### src/hw/rtl/scfp_pkg.sv
// Shared types, codes and helpers for the scale command frame parser.
// No dependencies; every other RTL file imports this package.
`default_nettype none

package scfp_pkg;

  localparam logic [7:0] HDR_BYTE    = 8'h22;
  localparam logic [7:0] CMD_READ    = 8'h30;
  localparam logic [7:0] CMD_CONTROL = 8'h66;
  localparam logic [7:0] FILL_BYTE   = 8'hFF;

  localparam logic [2:0] TGT_SCALE_ONE = 3'd0;
  localparam logic [2:0] TGT_SCALE_TWO = 3'd1;
  localparam logic [2:0] TGT_LIMITS    = 3'd2;
  localparam logic [2:0] TGT_SPIN      = 3'd3;
  localparam logic [2:0] TGT_PUSH      = 3'd4;

  // Job queue between parser and emitter
  localparam int unsigned QDepth = 2;
  localparam int unsigned QPtrW  = (QDepth > 1) ? $clog2(QDepth) : 1;
  localparam int unsigned QCntW  = $clog2(QDepth + 1);

  localparam int unsigned FrameLen = 8;
  localparam int unsigned IdxW     = $clog2(FrameLen);
  localparam logic [IdxW-1:0] LAST_IDX = IdxW'(FrameLen - 1);

  typedef enum logic [1:0] {
    KIND_RESPONSE = 2'd0,
    KIND_SPIN     = 2'd1,
    KIND_PUSH     = 2'd2
  } result_kind_e;

  typedef enum logic [2:0] {
    PH_HEADER  = 3'd0,
    PH_COMMAND = 3'd1,
    PH_TARGET  = 3'd2,
    PH_DATA    = 3'd3,
    PH_FINAL   = 3'd4
  } phase_e;

  typedef struct packed {
    logic [7:0]  rx_byte;
    logic [31:0] scale_one_count;
    logic [31:0] scale_two_count;
    logic [5:0]  limit_bits;
  } in_item_t;

  typedef struct packed {
    logic [1:0]  result_kind;
    logic [7:0]  tx_byte;
    logic        frame_last;
    logic [15:0] move_length;
  } out_item_t;

  // One unit of work for the emitter: a reply frame or a move command.
  // For frames, word holds the counter or the zero-extended limit bits;
  // for moves, word[15:0] holds the length.
  typedef struct packed {
    logic         is_frame;
    result_kind_e kind;
    logic [2:0]   target;
    logic [31:0]  word;
  } job_t;

  function automatic logic [7:0] frame_byte(job_t job, logic [IdxW-1:0] idx);
    logic [7:0] b;
    logic       lim;
    lim = (job.target == TGT_LIMITS);
    case (idx)
      3'd0:    b = HDR_BYTE;
      3'd1:    b = CMD_READ;
      3'd2:    b = {5'd0, job.target};
      3'd3:    b = job.word[7:0];
      3'd4:    b = lim ? FILL_BYTE : job.word[15:8];
      3'd5:    b = lim ? FILL_BYTE : job.word[23:16];
      3'd6:    b = lim ? FILL_BYTE : job.word[31:24];
      default: b = FILL_BYTE;
    endcase
    return b;
  endfunction

endpackage

`default_nettype wire

### src/hw/rtl/scale_command_frame_parser_unit.sv
// Scale command frame parser. One command byte is accepted per cycle while the
// two-entry job queue has room; a read request (targets 0..2) turns into an
// eight-byte reply frame and a spin/push request into one command result. The
// emitter puts out one result per cycle while the output is not stalled, so a
// reply frame of eight results, longer than the five-byte read request that
// causes it, sets the sustained rate. The byte that causes a job is written into
// the job queue, and the job's first result then into the output register; a
// stalled output holds it in the queue. Counters and limit bits are sampled with
// the data byte. No clearing pass after reset.
// Depends on scfp_pkg, scfp_front, scfp_queue, scfp_back.
`default_nettype none

module scale_command_frame_parser_unit (
  input  wire logic                clk_i,
  input  wire logic                rst_ni,
  input  wire logic                in_valid_i,
  output logic                     in_ready_o,
  input  wire scfp_pkg::in_item_t  in_item_i,
  output logic                     out_valid_o,
  input  wire logic                out_ready_i,
  output scfp_pkg::out_item_t      out_item_o
);
  import scfp_pkg::*;

  logic job_push, job_room, head_valid, head_pop;
  job_t push_job, head_job;

  scfp_front u_front (
    .clk_i       (clk_i),
    .rst_ni      (rst_ni),
    .in_valid_i  (in_valid_i),
    .in_ready_o  (in_ready_o),
    .in_item_i   (in_item_i),
    .job_valid_o (job_push),
    .job_ready_i (job_room),
    .job_o       (push_job)
  );

  scfp_queue u_queue (
    .clk_i        (clk_i),
    .rst_ni       (rst_ni),
    .push_i       (job_push),
    .push_ready_o (job_room),
    .push_job_i   (push_job),
    .pop_valid_o  (head_valid),
    .pop_i        (head_pop),
    .pop_job_o    (head_job)
  );

  scfp_back u_back (
    .clk_i       (clk_i),
    .rst_ni      (rst_ni),
    .job_valid_i (head_valid),
    .job_pop_o   (head_pop),
    .job_i       (head_job),
    .out_valid_o (out_valid_o),
    .out_ready_i (out_ready_i),
    .out_item_o  (out_item_o)
  );

endmodule

`default_nettype wire

### src/hw/rtl/scfp_front.sv
// Frame parser: accepts command bytes, tracks the frame phase and posts jobs.
// Depends on scfp_pkg.
`default_nettype none

module scfp_front (
  input  wire logic             clk_i,
  input  wire logic             rst_ni,
  input  wire logic             in_valid_i,
  output logic                  in_ready_o,
  input  wire scfp_pkg::in_item_t in_item_i,
  output logic                  job_valid_o,
  input  wire logic             job_ready_i,
  output scfp_pkg::job_t        job_o
);
  import scfp_pkg::*;

  phase_e     phase_q, phase_d;
  logic [2:0] target_q, target_d;
  logic [7:0] low_q, low_d;
  logic       accept;
  logic [7:0] ch;

  assign in_ready_o = job_ready_i;
  assign accept     = in_valid_i && in_ready_o;
  assign ch         = in_item_i.rx_byte;

  always_ff @(posedge clk_i or negedge rst_ni) begin
    if (!rst_ni) begin
      phase_q  <= PH_HEADER;
      target_q <= TGT_SCALE_ONE;
      low_q    <= 8'd0;
    end else begin
      phase_q  <= phase_d;
      target_q <= target_d;
      low_q    <= low_d;
    end
  end

  always_comb begin
    phase_d     = phase_q;
    target_d    = target_q;
    low_d       = low_q;
    job_valid_o = 1'b0;
    job_o       = '0;
    if (accept) begin
      case (phase_q)
        PH_COMMAND: begin
          phase_d = (ch == CMD_READ || ch == CMD_CONTROL) ? PH_TARGET : PH_HEADER;
        end
        PH_TARGET: begin
          if (ch inside {[8'd0:8'd4]}) begin
            target_d = ch[2:0];
            phase_d  = PH_DATA;
          end else begin
            phase_d = PH_HEADER;
          end
        end
        PH_DATA: begin
          low_d   = ch;
          phase_d = PH_FINAL;
          if (target_q inside {TGT_SCALE_ONE, TGT_SCALE_TWO, TGT_LIMITS}) begin
            job_valid_o     = 1'b1;
            job_o.is_frame  = 1'b1;
            job_o.kind      = KIND_RESPONSE;
            job_o.target    = target_q;
            if (target_q == TGT_LIMITS) begin
              job_o.word = {26'd0, in_item_i.limit_bits};
            end else if (target_q == TGT_SCALE_ONE) begin
              job_o.word = in_item_i.scale_one_count;
            end else begin
              job_o.word = in_item_i.scale_two_count;
            end
          end
        end
        PH_FINAL: begin
          phase_d = PH_HEADER;
          if (target_q inside {TGT_SPIN, TGT_PUSH}) begin
            job_valid_o    = 1'b1;
            job_o.is_frame = 1'b0;
            job_o.kind     = (target_q == TGT_SPIN) ? KIND_SPIN : KIND_PUSH;
            job_o.target   = target_q;
            job_o.word     = {16'd0, ch, low_q};
          end
        end
        default: begin
          phase_d = (ch == HDR_BYTE) ? PH_COMMAND : PH_HEADER;
        end
      endcase
    end
  end

endmodule

`default_nettype wire

### src/hw/rtl/scfp_queue.sv
// Small register FIFO of jobs between the parser and the emitter.
// Depends on scfp_pkg (job_t, QDepth).
`default_nettype none

module scfp_queue (
  input  wire logic           clk_i,
  input  wire logic           rst_ni,
  input  wire logic           push_i,
  output logic                push_ready_o,
  input  wire scfp_pkg::job_t push_job_i,
  output logic                pop_valid_o,
  input  wire logic           pop_i,
  output scfp_pkg::job_t      pop_job_o
);
  import scfp_pkg::*;

  job_t             mem_q [QDepth];
  logic [QPtrW-1:0] wr_q, wr_d, rd_q, rd_d;
  logic [QCntW-1:0] cnt_q, cnt_d;
  logic             do_push, do_pop;

  assign push_ready_o = (cnt_q != QCntW'(QDepth));
  assign pop_valid_o  = (cnt_q != '0);
  assign pop_job_o    = mem_q[rd_q];
  assign do_push      = push_i && push_ready_o;
  assign do_pop       = pop_i && pop_valid_o;

  function automatic logic [QPtrW-1:0] bump(logic [QPtrW-1:0] p);
    return (p == QPtrW'(QDepth - 1)) ? '0 : p + 1'b1;
  endfunction

  always_comb begin
    wr_d  = do_push ? bump(wr_q) : wr_q;
    rd_d  = do_pop ? bump(rd_q) : rd_q;
    cnt_d = cnt_q;
    if (do_push && !do_pop) begin
      cnt_d = cnt_q + 1'b1;
    end else if (!do_push && do_pop) begin
      cnt_d = cnt_q - 1'b1;
    end
  end

  always_ff @(posedge clk_i or negedge rst_ni) begin
    if (!rst_ni) begin
      wr_q  <= '0;
      rd_q  <= '0;
      cnt_q <= '0;
    end else begin
      wr_q  <= wr_d;
      rd_q  <= rd_d;
      cnt_q <= cnt_d;
    end
  end

  always_ff @(posedge clk_i) begin
    if (do_push) begin
      mem_q[wr_q] <= push_job_i;
    end
  end

endmodule

`default_nettype wire

### src/hw/rtl/scfp_back.sv
// Emitter: walks the job at the queue head and drives the output register.
// Depends on scfp_pkg (job_t, out_item_t, frame_byte).
`default_nettype none

module scfp_back (
  input  wire logic           clk_i,
  input  wire logic           rst_ni,
  input  wire logic           job_valid_i,
  output logic                job_pop_o,
  input  wire scfp_pkg::job_t job_i,
  output logic                out_valid_o,
  input  wire logic           out_ready_i,
  output scfp_pkg::out_item_t out_item_o
);
  import scfp_pkg::*;

  logic            out_valid_q, out_valid_d;
  out_item_t       out_q, out_d;
  logic [IdxW-1:0] idx_q, idx_d;
  logic            load;
  logic            last;

  // Output register is free or drains this cycle
  assign load = job_valid_i && (!out_valid_q || out_ready_i);
  assign last = !job_i.is_frame || (idx_q == LAST_IDX);

  always_comb begin
    out_valid_d = out_valid_q;
    out_d       = out_q;
    idx_d       = idx_q;
    job_pop_o   = 1'b0;
    if (out_valid_q && out_ready_i) begin
      out_valid_d = 1'b0;
    end
    if (load) begin
      out_valid_d = 1'b1;
      out_d       = '0;
      if (job_i.is_frame) begin
        out_d.result_kind = KIND_RESPONSE;
        out_d.tx_byte     = frame_byte(job_i, idx_q);
        out_d.frame_last  = (idx_q == LAST_IDX);
      end else begin
        out_d.result_kind = job_i.kind;
        out_d.move_length = job_i.word[15:0];
      end
      job_pop_o = last;
      idx_d     = last ? '0 : idx_q + 1'b1;
    end
  end

  always_ff @(posedge clk_i or negedge rst_ni) begin
    if (!rst_ni) begin
      out_valid_q <= 1'b0;
      idx_q       <= '0;
    end else begin
      out_valid_q <= out_valid_d;
      idx_q       <= idx_d;
    end
  end

  always_ff @(posedge clk_i) begin
    out_q <= out_d;
  end

  assign out_valid_o = out_valid_q;
  assign out_item_o  = out_q;

endmodule

`default_nettype wire

### config.mk
export PLATFORM = sky130hd
export DESIGN_NAME = scale_command_frame_parser_unit
export DESIGN_NICKNAME = d
export VERILOG_FILES = /design/src/hw/rtl/scfp_pkg.sv /design/src/hw/rtl/scale_command_frame_parser_unit.sv /design/src/hw/rtl/scfp_front.sv /design/src/hw/rtl/scfp_queue.sv /design/src/hw/rtl/scfp_back.sv
export SDC_FILE = /design/constraint.sdc
export NUM_CORES = 1
export LEC_CHECK = 0
export ABC_AREA = 1
export BUFFER_PORTS_ARGS = -buffer_cell sky130_fd_sc_hd__buf_2
export CORE_MARGIN = 2
export CORE_UTILIZATION = 55
export CTS_BUF_LIST = sky130_fd_sc_hd__clkbuf_2
export CTS_CLUSTER_SIZE = 14
export DETAILED_ROUTE_END_ITERATION = 8
export PLACE_DENSITY = 0.85
export SYNTH_ARGS = -nofsm -noshare
export SYNTH_HDL_FRONTEND = slang
export SYNTH_SLANG_ARGS = --single-unit
### constraint.sdc
create_clock -name clk_i -period 3.7 [get_ports clk_i]
set_input_delay 0.555 -clock clk_i [delete_from_list [all_inputs] [get_ports clk_i]]
set_output_delay 0.555 -clock clk_i [all_outputs]
set_load 0.02 [all_outputs]
Yosys cells after proc, flatten, opt, wreduce, memory -nomap -nowiden
Memories as Yosys holds them, arrays and structs flattened. Index checks and enable logic that the tools add are counted.

Logic and storage cells: 93. RAM bits: 76. Input bits: 82. Output and inout port bits: 29. Bits in read-only memories: 0. Flip-flop bits (word level): 49. Memories: 1. Bits in latches: 0.

Memory list: u_queue.mem_q (depth 2, bits a word 38, rd ports 1, clocked after Yosys merged registers in 0, write ports 1, line scfp_queue.sv:17) `job_t mem_q [QDepth];`.

$add $sub $neg: 5. Reductions and logical operators: 24. Order comparisons: 2. Bitwise operators: 0. Divide/modulo/power cells: 0. Equality and inequality tests: 20. Multiplexer cells: 29. Multiply operators: 0. Shifts and indexed selects: 0.

Operator list (number): 38-bit two-way mux (2); 38-bit one-hot mux with 2 select lines (1); 32-bit two-way mux (2); 8-bit one-hot mux with 7 select lines (1); 37-bit two-way mux (1); 8-bit two-way mux (3); 3-bit by 2-bit == test with 1-bit output, second input constant (7); 3-bit == test, second input constant (6); 8-bit by 6-bit == test with 1-bit output, second input constant (2); 3-bit one-hot mux with 4 select lines (1); 1-bit two-way mux (11); 2-bit two-way mux (5); 3-bit by 1-bit == test with 1-bit output, second input constant (3); 8-bit by 7-bit == test with 1-bit output, second input constant (1); 8-bit by 1-bit greater-or-equal comparator with 1-bit output, second input constant (1); 8-bit by 3-bit less-or-equal comparator with 1-bit output, second input constant (1); 1-bit logical AND (8); 2-bit nonzero test (4); 3-bit zero test (2); 1-bit zero test (4); 3-bit by 1-bit adder with 3-bit output, second input constant (1); 1-bit logical OR (3); 3-bit two-way mux (1); 3-bit AND reduction (1); 7 further kinds (8).

Longest topological paths before layout
Gate-level depths: netlist (run 1).

Word-level depth: 10. Gate-level depth with buffers: 10.

By module
From an unflattened synthesis (run 1), not the netlist that was laid out.

Cell total of the unflattened synthesis: 763. Area total of the unflattened synthesis: 6467.5 um^2.

By module, submodules not included: scfp_queue (cells an instance 227, area each 2975.4 um^2, times used 1); scfp_back (cells an instance 235, area each 1814.2 um^2, times used 1); scfp_front (cells an instance 301, area each 1677.9 um^2, times used 1).

Least setup slack after synthesis (run 1)
OpenSTA, ideal clock, no wires.

Path kind: flip-flop to flip-flop. Start point: reg u_front.target_q[2]. End point: mem u_queue.mem_q[1][0] in the netlist's numbering, enable pin. Cell stages (with the launch flop): 6. Required time: 3.267 ns. Arrival time: 2.625 ns. Path slack: 0.642 ns. Path through: dfrtp_1 > inv_1 > nand2_1 > nor2_2 > o21ai_1 > nor2_1.

Longest elaborated chain between the ends: 8. Elaborated cells between the ends (all ways): 14. Those cells by class: 4 x eq/ne; 6 x mux; 4 x reduce/logical.

Ends and longest elaborated chain: start: declaration (line scfp_front.sv:18) `logic [2:0] target_q, target_d;`; start signal: assignment (line scfp_front.sv:34) `target_q <= target_d;`; 3-bit by 1-bit == test with 1-bit output (tied with other cells) (line scfp_front.sv:61) `if (target_q inside {TGT_SCALE_ONE, TGT_SCALE_TWO, TGT_LIMITS}) begin`; 3-bit nonzero test or 2-bit nonzero test (tied branches) (line scfp_front.sv:61, scfp_front.sv:77); 1-bit two-way mux (on tied branches) (line scfp_front.sv:61, scfp_front.sv:77); 1-bit one-hot mux with 2 select lines (*) (line scfp_front.sv:46) `case (phase_q)`; 1-bit two-way mux (*) (line scfp_front.sv:45) `if (accept) begin`; 1-bit logical AND (*) (line scfp_queue.sv:25) `assign do_push = push_i && push_ready_o;`; 1-bit two-way mux (*) (line scfp_queue.sv:56) `if (do_push) begin`; 1-bit two-way mux (not written as such) (*) (line scfp_queue.sv:57) `mem_q[wr_q] <= push_job_i;`; end: declaration (line scfp_queue.sv:17).

Every way passes the cells marked *; elsewhere a longest branch is shown, timed or not.

Worst setup path in the final report (run 1)
Start point: reg u_queue.rd_q. End point: reg u_queue.cnt_q[1].

Longest elaborated chain between the ends: 8. Elaborated cells between the ends (all ways): 10. Those cells by class: 2 x mux; 7 x reduce/logical; 1 x memory.

Ends and longest elaborated chain: start: declaration (line scfp_queue.sv:18) `logic [QPtrW-1:0] wr_q, wr_d, rd_q, rd_d;`; start signal: assignment (line scfp_queue.sv:50) `rd_q <= rd_d;`; memory read 2 x 38 bit (*); 1-bit zero test (*) (line scfp_back.sv:25) `assign last = !job_i.is_frame || (idx_q == LAST_IDX);`; 1-bit logical OR (*) (line scfp_back.sv:25); 1-bit two-way mux (*) (line scfp_back.sv:35) `if (load) begin`; 1-bit logical AND (*) (line scfp_queue.sv:26) `assign do_pop = pop_i && pop_valid_o;`; 1-bit zero test (line scfp_queue.sv:36) `if (do_push && !do_pop) begin`; 1-bit logical AND (line scfp_queue.sv:36); 2-bit two-way mux or 2-bit nonzero test (tied branches); end signal: assignment (line scfp_queue.sv:51) `cnt_q <= cnt_d;`; end: declaration (line scfp_queue.sv:19) `logic [QCntW-1:0] cnt_q, cnt_d;`.

Marks and branches as above. A chain may end at the register's enable or synchronous reset.

==> results_dict.tcl, run 1 <==
set metrics [dict create \
    wl_per_cell_um 15.4 \
    rsz0062_at_grt "false" \
    outcome "finished clean" \
    setup_violations 0 \
    combPwrFrac_pct 35.2 \
    power_w 0.00417 \
    hp-class "input pin to flip-flop" \
    grt_max_degree 43 \
    synthXorXnorAreaFrac_pct 0.429 \
    cts_root_buf "clkbuf_2" \
    vias_per_cell 5.37 \
    syn_area_um2 6130 \
    antenna_found_initial 0 \
    ys_types 36 \
    grt_usage_pct 24.0 \
    nNetsFinal 822 \
    syn_inst 619 \
    vias 4754 \
    synth_fa_ha_area_share_pct 1.43 \
    finalWeightedCongestion 0.905 \
    clk_latency_ns 0.69 \
    clk_pin_slew_worst_paths_ns 0.18 \
    die-height_um 110 \
    cap_violations 0 \
    irDropWorstVdd_uv 373 \
    layout-drive-gt1-share_pct 28.0 \
    die_area_um2 12000 \
    clkPwrFrac_pct 21.3 \
    rows 38 \
    cp.required_ns 4.26 \
    internal_power_w 0.00261 \
    yosys_warnings 0 \
    die_x_um 110 \
    crit_path_end_kind "flip-flop" \
    syn_to_final_growth_pct 14.3 \
    cts.sinks 125 \
    dr.pass1.iters 5 \
    grt_pass1_vias 4413 \
    p_sw_share_pct 37.4 \
    tritoncts "yes" \
    ys_ff_latch 125 \
    overflow 0 \
    ios 111 \
    htreeDepth 4 \
    placed_cell_area_um2 6730 \
    cts_buffers 17 \
    diodes 0 \
    synthMuxAreaShare_pct 2.37 \
    fp.coreArea_um2 10800 \
    grt_pass1_wl_um 21300 \
    synth_largest_area_cell "edfxtp_1" \
    power_switching_w 0.00156 \
    p_leak_nw 3.14 \
    numPortBuffers 110 \
    max_freq_ghz 0.433 \
    crit_fanout 35 \
    p_seq_share_pct 43.5 \
    synth_top_area_share_pct 50.5 \
    start_util_pct 56.5 \
    final_cell_area_um2 7000 \
    cts_buffer_depth 2 \
    hpwl_um 9880 \
    drt_iter0_drc 447 \
    pwr_density_cell_nw_per_um2 596 \
    clock_skew_ns 0.0306 \
    synth.area.top_cells "edfxtp_1 50%, nand2_1 12%, dfrtp_1 9.0%" \
    cp_data_arrival_time_ns 2.87 \
    slew_headroom_pct 59.6 \
    avgSynthCellArea_um2 9.90 \
    period_share_pct 62.4 \
    critical_path_class "flip-flop to flip-flop" \
    synth_top_family_by_area "simple AND/OR/NAND/NOR gates" \
    tns_ns 0 \
    yosysSeqAreaShare_pct 59.5 \
    synth-compound-area-share_pct 8.68 \
    synthesis.nets 708 \
    min_from "out_ready_i" \
    crit_start "u_queue.rd_q" \
    fin_crit_ns 2.31 \
    synthSimpleGateAreaFrac_pct 22.1 \
    drc 0 \
    wl_um 13700 \
    maxSlewViolCount 0 \
    worst_pin_slew_ns 0.605 \
    hold_viol 0 \
    rr_startpoint "u_queue.rd_q" \
    antenna_left 0 \
    critPathLaunchType "flip-flop" \
]
## cell usage in the layout, fill, tap and decap left out, types with 3 or more instances in the layout
cell type,netlist,layout
nand2_2,6,6
nor3_1,3,3
o21ai_2,5,5
o2111ai_1,6,6
nand2_4,3,3
a21oi_1,21,21
dfrtp_1,22,22
bufinv_16,0,3
buf_2,3,110
ha_1,7,7
o21ai_1,13,13
clkinvlp_4,0,4
nor2_2,2,3
nand2_1,188,188
nor2_1,57,56
mux2i_1,10,10
clkbuf_2,0,18
nand4_1,4,4
mux2_2,4,4
edfxtp_1,103,103
o21ai_0,43,43
nand3_1,13,13
inv_2,4,4
or2_2,26,26
inv_1,42,42
buf_4,2,5
## cells in the mapped netlist (all sizes together)
master,instances
nand3,16
or2,28
mux2i,10
xnor2,1
inv,47
ha,7
edfxtp,103
clkbuf,7
mux2,4
o21ai,63
nand4,4
nand2,197
dfrtp,22
buf,14
o2111ai,6
nor2,60
nor3,5
a21oi,23
xor2,2
## flip-flops by register name, indices dropped and copies added, names as in the netlist
register	count
u_front.low_q	8
u_back.out_item_o	27
u_queue.cnt_q	2
u_back.out_valid_o	1
u_front.phase_q	3
u_queue.mem_q	76
u_queue.rd_q	1
u_front.target_q	3
u_queue.wr_q	1
u_back.idx_q	3
## area by class of cell
| class | count | area [um2] |
|---|---|---|
| clock buffers | 18 | 90.1 |
| clock inverters | 14 | 169 |
| fillers | 856 | 3840 |
| inverters | 47 | 179 |
| multi-input cells | 426 | 2150 |
| flip-flops and latches | 125 | 3640 |
| well taps | 140 | 175 |
| repair buffers | 116 | 598 |
## repair_timing
item,in CTS,in global routing
setup endpoints to repair,0,0
hold endpoints to repair,22,0
hold buffers,1,0
buffers inserted,0,0
gates resized for setup,0,0
## power groups by stage
stage               clock (W)  combinational, W  sequential [W]
finish               0.000890           0.00147         0.00181
global route         0.000961           0.00164         0.00183
CTS                  0.000893           0.00146         0.00182
detailed placement          0           0.00146         0.00185
global placement            0           0.00142         0.00184
floorplan                   0          0.000877         0.00207
## cells by family after synthesis
kind of cell               after synthesis
buffers and inverters                   68
AOI/OAI and AO/OA                       92
adders and majority gates                7
muxes                                   14
DFF                                    125
and+or+nand+nor                        310
xor gates and xnor gates                 3
## worst paths after layout
| check | endpoint | slack, ns | cells past startpoint |
|---|---|---|---|
| setup / recovery | u_queue.cnt_q[1] | 1.39 | 10 |
| hold / removal | u_back.out_valid_o | 0.07 | 2 |
| hold reg to reg | u_front.low_q[2] | 0.52 | 2 |
| setup reg to reg | u_queue.cnt_q[1] | 1.39 | 10 |
| max in group asynchronous | u_back.idx_q[0] | 2.96 | 2 |
| min in group asynchronous | u_front.low_q[5] | 0.37 | 2 |
## routing by layer
layer,share of wire (%),vias to the layer above,GRT usage [%],wire [um]
li1,-,2301,-,-
met1,41,2202,31.3,5650
met4,0.75,0,7.32,102
met2,49,241,39.0,6710
met5,0,-,0,0
met3,8.8,10,6.88,1210
## per-stage QoR
stage,util [%],cells,setup slack (ns),hold WS (ns)
5_1_grt,64.6,886,1.24,0.00700
2_1_floorplan,-,619,0.642,0.259
3_3_place_gp,62.1,853,1.49,0.468
3_5_place_dp,62.1,853,1.42,0.470
6_report,64.6,886,1.39,0.0749
4_1_cts,64.6,886,1.41,0.0286
## critical path, stage by stage, from the launching register on
cell,delay [ns]
dfrtp_1,0.43
inv_2,0.46
or2_4,0.24
o21ai_4,0.11
inv_4,0.21
nand2_4,0.07
nand2_2,0.07
ha_1,0.25
a21oi_1,0.11
o21ai_0,0.11
xor2_1,0.15
Power figures use the tool's default switching activity.
==> inputs of run 2 (changes only) <==
- CORE_UTILIZATION: 55 -> 52
- PLACE_DENSITY: 0.85 -> 0.84
- clock period: 3.7 -> 2 ns (I/O delays scaled with it)
==> results_dict.tcl, run 2 (same netlist as run 1, synthesis figures left out) <==
set metrics [dict create \
    clk_latency_ns 0.66 \
    finalWeightedCongestion 0.972 \
    layout-drive-gt1-share_pct 28.1 \
    p_leak_nw 3.38 \
    cts_buffers 17 \
    fin_crit_ns 1.91 \
    layout_common_cells "185 x nand2_1, 110 x buf_2, 103 x edfxtp_1" \
    cts_root_buf "clkbuf_2" \
    fp.coreArea_um2 11500 \
    rows 39 \
    irDropWorstVdd_uv 700 \
    critPathLaunchType "flip-flop" \
    dr.pass1.iters 6 \
    grt_pass1_wl_um 23600 \
    crit_path_end_kind "flip-flop" \
    cts_buffer_depth 2 \
    start_util_pct 53.4 \
    tritoncts "yes" \
    setup_violations 0 \
    htreeDepth 4 \
    critical_path_class "flip-flop to flip-flop" \
    hold_viol 0 \
    hpwl_um 9670 \
    period_share_pct 95.7 \
    grt_usage_pct 24.1 \
    maxSlewViolCount 0 \
    top_register "u_queue.mem_q" \
    vias_per_cell 5.35 \
    cap_violations 0 \
    overflow 0 \
    seqCellArea_um2 3650 \
    cp.required_ns 2.49 \
    tns_ns 0 \
    placed_cell_area_um2 6880 \
    pre_cts_ws_ns 0.0915 \
    cts_setup_buffers 0 \
    cp_data_arrival_time_ns 2.41 \
    hp-class "input pin to flip-flop" \
    syn_to_final_growth_pct 24.5 \
    vias 5038 \
    numPortBuffers 110 \
    setup_ws_ns 0.0859 \
    pwr_density_cell_nw_per_um2 1050 \
    multi_input_comb_area_um2 2190 \
    crit_fanout 22 \
    cts.sinks 125 \
    die_area_um2 12700 \
    layout_commonest_cell "nand2_1" \
    max_freq_ghz 0.522 \
    slew_headroom_pct 65.0 \
    grt_pass1_vias 5073 \
    final_cell_area_um2 7630 \
    wl_per_cell_um 15.7 \
    outcome "finished clean" \
    grt_max_degree 43 \
    rsz0062_at_grt "false" \
    drc 0 \
    antenna_found_initial 1 \
    clock_skew_ns 0.0322 \
    ff2ff_setup_slack_ns 0.09 \
    wl_um 14700 \
    nNetsFinal 875 \
    worst_pin_slew_ns 0.526 \
    drt_iter0_drc 332 \
    die_x_um 113 \
    n_fill_cell 827 \
    largest_reg_flops 76 \
    die-height_um 113 \
    antenna_left 0 \
    ios 111 \
    clk_pin_slew_worst_paths_ns 0.17 \
]
==> run 2: changes by cell type in the layout (fill, tap and decap cells not counted), moves of 3 or more <==
cell	delta
buf_4	+3
nand2_2	+3
buf_12	+4
dlygate4sd3_1	+46
nand2_1	-3
inv_1	-3
==> run 2: routing by layer <==
layer | share of wire [%] | track usage (%) | vias to the layer above
met5 | 0 | 0 | -
met4 | 3.6 | 13.7 | 0
met3 | 8.7 | 6.26 | 52
met2 | 48 | 39.4 | 307
met1 | 40 | 29.1 | 2279
li1 | - | - | 2400
==> run 2: layout make-up <==
type,instances,area share [%]
diodes,1,0.0328
multi-input cells,426,28.7
flip-flops and latches,125,47.8
repair buffers,169,15.2
clock buffers,19,1.25
well taps,143,2.35
clock inverters,12,2.25
inverters,47,2.40
==> run 2: report_power, final <==
| group | total (W) | internal (W) | switching (W) |
|---|---|---|---|
| Clock | 0.00171 | 0.000818 | 0.000892 |
| Combinational | 0.00291 | 0.00104 | 0.00188 |
| Sequential | 0.00337 | 0.00326 | 0.000106 |
==> run 2: repair_timing <==
item / 4_1_cts / 5_1_grt
hold buffers: 47 / 0
resized for setup: 0 / 2
hold endpoints to repair: 83 / 0
setup endpoints to repair: 0 / 39
==> run 2: worst max-delay path, cell delays in order (launching register included) <==
cell and delay, ns:
dfrtp_2 0.49, nor2_2 0.18, nand2_2 0.21, inv_2 0.39
nand2_1 0.10, nand3_1 0.10, o2111ai_1 0.14, nand2_1 0.15
==> run 2: path summary, 6_finish.rpt <==
kind                       depth (start not counted)                   end           startpoint
max                                                7   u_queue.mem_q[0][2]  u_front.target_q[0]
min                                                3  u_queue.mem_q[0][11]        in_item_i[49]
max reg2reg                                        7   u_queue.mem_q[0][2]  u_front.target_q[0]
min reg2reg                                        2          u_queue.wr_q         u_queue.wr_q
max in group asynchronous                          2    u_back.out_valid_o               rst_ni
min in group asynchronous                          2      u_front.low_q[1]               rst_ni
==> run 2: stage by stage <==
stage | power (W) | util [%] | hold WS, ns | std cells
global placement | 0.00617 | 60.0 | 0.296 | 863
CTS | 0.00800 | 66.4 | 0.000167 | 941
global route | 0.00846 | 66.5 | 0.0307 | 942
finish | 0.00799 | 66.5 | 0.0828 | 942
detailed placement | 0.00624 | 60.0 | 0.304 | 863
floorplan | 0.00548 | - | 0.00441 | 619
==> inputs of run 3 (changes only) <==
- CELL_PAD_IN_SITES_DETAIL_PLACEMENT: not set -> 1
- CELL_PAD_IN_SITES_GLOBAL_PLACEMENT: not set -> 1
- CORE_UTILIZATION: 52 -> 40
==> results_dict.tcl, run 3 (same netlist as run 1, synthesis figures left out) <==
set metrics [dict create \
    period_share_pct 96.5 \
    cpPeakStageDelay_ns 0.59 \
    critical_path_class "flip-flop to flip-flop" \
    layout_commonest_cell "nand2_1" \
    internal_power_w 0.00476 \
    clkPwrFrac_pct 17.1 \
    power_switching_w 0.00308 \
    path_cells "nor2_2, nand2_2, mux2i_1, dlygate4sd3_1, o21ai_2" \
    grt_usage_pct 23.1 \
    dp.cells 911 \
    crit_start "u_front.target_q[1]" \
    vias_per_cell 5.22 \
    worst_pin_slew_ns 0.566 \
    clock_skew_ns 0.0330 \
    fp.coreArea_um2 15100 \
    clk_latency_ns 0.72 \
    crit_path_end_kind "flip-flop" \
    power_w 0.00784 \
    rr_startpoint "u_front.target_q[1]" \
    cp.required_ns 2.50 \
    combPwrFrac_pct 39.7 \
    die-height_um 128 \
    nNetsFinal 886 \
    irDropWorstVdd_uv 389 \
    grt_pass1_vias 5589 \
    finalWeightedCongestion 0.914 \
    htreeDepth 4 \
    maxSlewViolCount 0 \
    ff2ff_setup_slack_ns 0.07 \
    cts_buffers 17 \
    cap_violations 0 \
    antenna_found_initial 0 \
    crit_end "u_queue.mem_q[0][13]" \
    wl_um 18500 \
    crit_path_top_delay_cell "dlygate4sd3_1" \
    die_x_um 128 \
    layout-drive-gt1-share_pct 28.6 \
    vias 5211 \
    r2r-end "u_queue.mem_q[0][13]" \
    layout_common_cells "184 x nand2_1, 110 x buf_2, 103 x edfxtp_1" \
    drt_iter0_drc 416 \
    start_util_pct 40.6 \
    largest_reg_flops 76 \
    wl_per_cell_um 18.6 \
    hp-class "input pin to flip-flop" \
    top_register "u_queue.mem_q" \
    ios 111 \
    n_fill_cell 1748 \
    max_freq_ghz 0.518 \
    clk_pin_slew_worst_paths_ns 0.20 \
    crit_fanout 9 \
    setup_violations 0 \
    hold_viol 0 \
    fin_crit_ns 1.93 \
    cts_root_buf "clkbuf_2" \
    p_seq_share_pct 43.1 \
    numPortBuffers 110 \
    cts_buffer_depth 2 \
    pwr_density_cell_nw_per_um2 1020 \
    rsz0062_at_grt "false" \
    dr.pass1.iters 5 \
    drc 0 \
    slew_headroom_pct 62.2 \
    cts.sinks 125 \
    cp_data_arrival_time_ns 2.43 \
    outcome "finished clean" \
    hpwl_um 12000 \
    die_area_um2 16300 \
    grt_pass1_wl_um 28900 \
    finalHoldWorstSlack_ns 0.0243 \
    tritoncts "yes" \
    p_sw_share_pct 39.3 \
    antenna_left 0 \
    rows 45 \
    syn_to_final_growth_pct 25.8 \
    p_leak_nw 3.39 \
    instances_no_fill 998 \
    overflow 0 \
    rr_worst_depth 5 \
    diodes 0 \
    critPathLaunchType "flip-flop" \
    grt_max_degree 43 \
]
==> run 3: changes by cell type in the layout (fill, tap and decap cells not counted), sizes merged <==
cell	before	now
buf	122	128
bufinv	4	1
clkbuf	19	21
diode	1	0
clkinv	7	9
nand3	16	17
dlygate4sd3	47	51
==> run 3: how the worst min path moves through the flow <==
| stage | from | endpoint | slack [ns] | cells past startpoint |
|---|---|---|---|---|
| finish | in_item_i[68] | u_queue.mem_q[1][30] | 0.02 | 3 |
| global route | in_item_i[68] | u_queue.mem_q[1][30] | 0.03 | 3 |
| CTS | in_item_i[36] | u_queue.mem_q[1][30] | 0.002 | 3 |
| detailed placement | rst_ni | u_front.low_q[6] | 0.32 | 1 |
| global placement | rst_ni | u_front.low_q[6] | 0.31 | 1 |
| floorplan | rst_ni | u_back.idx_q[0] | 0.004 | 0 |
==> run 3: layout make-up <==
cell class	count	area, um2	share of cell area [%]
flip-flops and latches	125	3650	47.3
multi-input cells	427	2210	28.7
repair buffers	179	1250	16.2
well taps	188	235	3.05
inverters	47	183	2.37
clock buffers	21	105	1.36
clock inverters	11	76.3	0.990
==> run 3: power groups by stage <==
stage                     combinational [W]  sequential [W]  clock (W)
after CTS                           0.00302         0.00339    0.00135
after detailed placement            0.00292         0.00345          0
final                               0.00311         0.00338    0.00134
after global routing                0.00341         0.00342    0.00147
after floorplan                     0.00165         0.00383          0
after global placement              0.00282         0.00343          0
==> run 3: repair_timing <==
action	in CTS	in global routing
cloned	0	1
hold endpoints to repair	81	2
setup endpoints to repair	3	50
pin swaps	0	3
setup buffers	0	3
hold buffers	50	1
resized for setup	1	7
==> run 3: routing by layer <==
metal / wire length (um) / track usage (%) / up-vias
met5: 0 / 0 / -
met4: 622 / 9.83 / 0
met3: 1030 / 5.30 / 52
met2: 9230 / 39.5 / 200
met1: 7640 / 28.1 / 2531
li1: - / - / 2428
==> run 3: metrics by stage <==
step,setup slack (ns),util [%],TNS (ns),cell area [um2]
final,0.0692,51.1,0,7710
after floorplan,-0.0200,-,-0.760,6170
after detailed placement,0.0347,46.0,0,6950
after CTS,0.0835,50.6,0,7630
after global placement,0.172,46.0,0,6950
after global routing,0.00633,51.1,0,7710
==> run 3: worst max-delay path: cells and delay by family (launching register included) <==
| family | cells | cell delay [ns] |
|---|---|---|
| buffers and inverters | 1 | 0.59 |
| DFF | 1 | 0.48 |
| and+or+nand+nor | 2 | 0.38 |
| muxes | 1 | 0.21 |
| AOI/OAI and AO/OA | 1 | 0.08 |
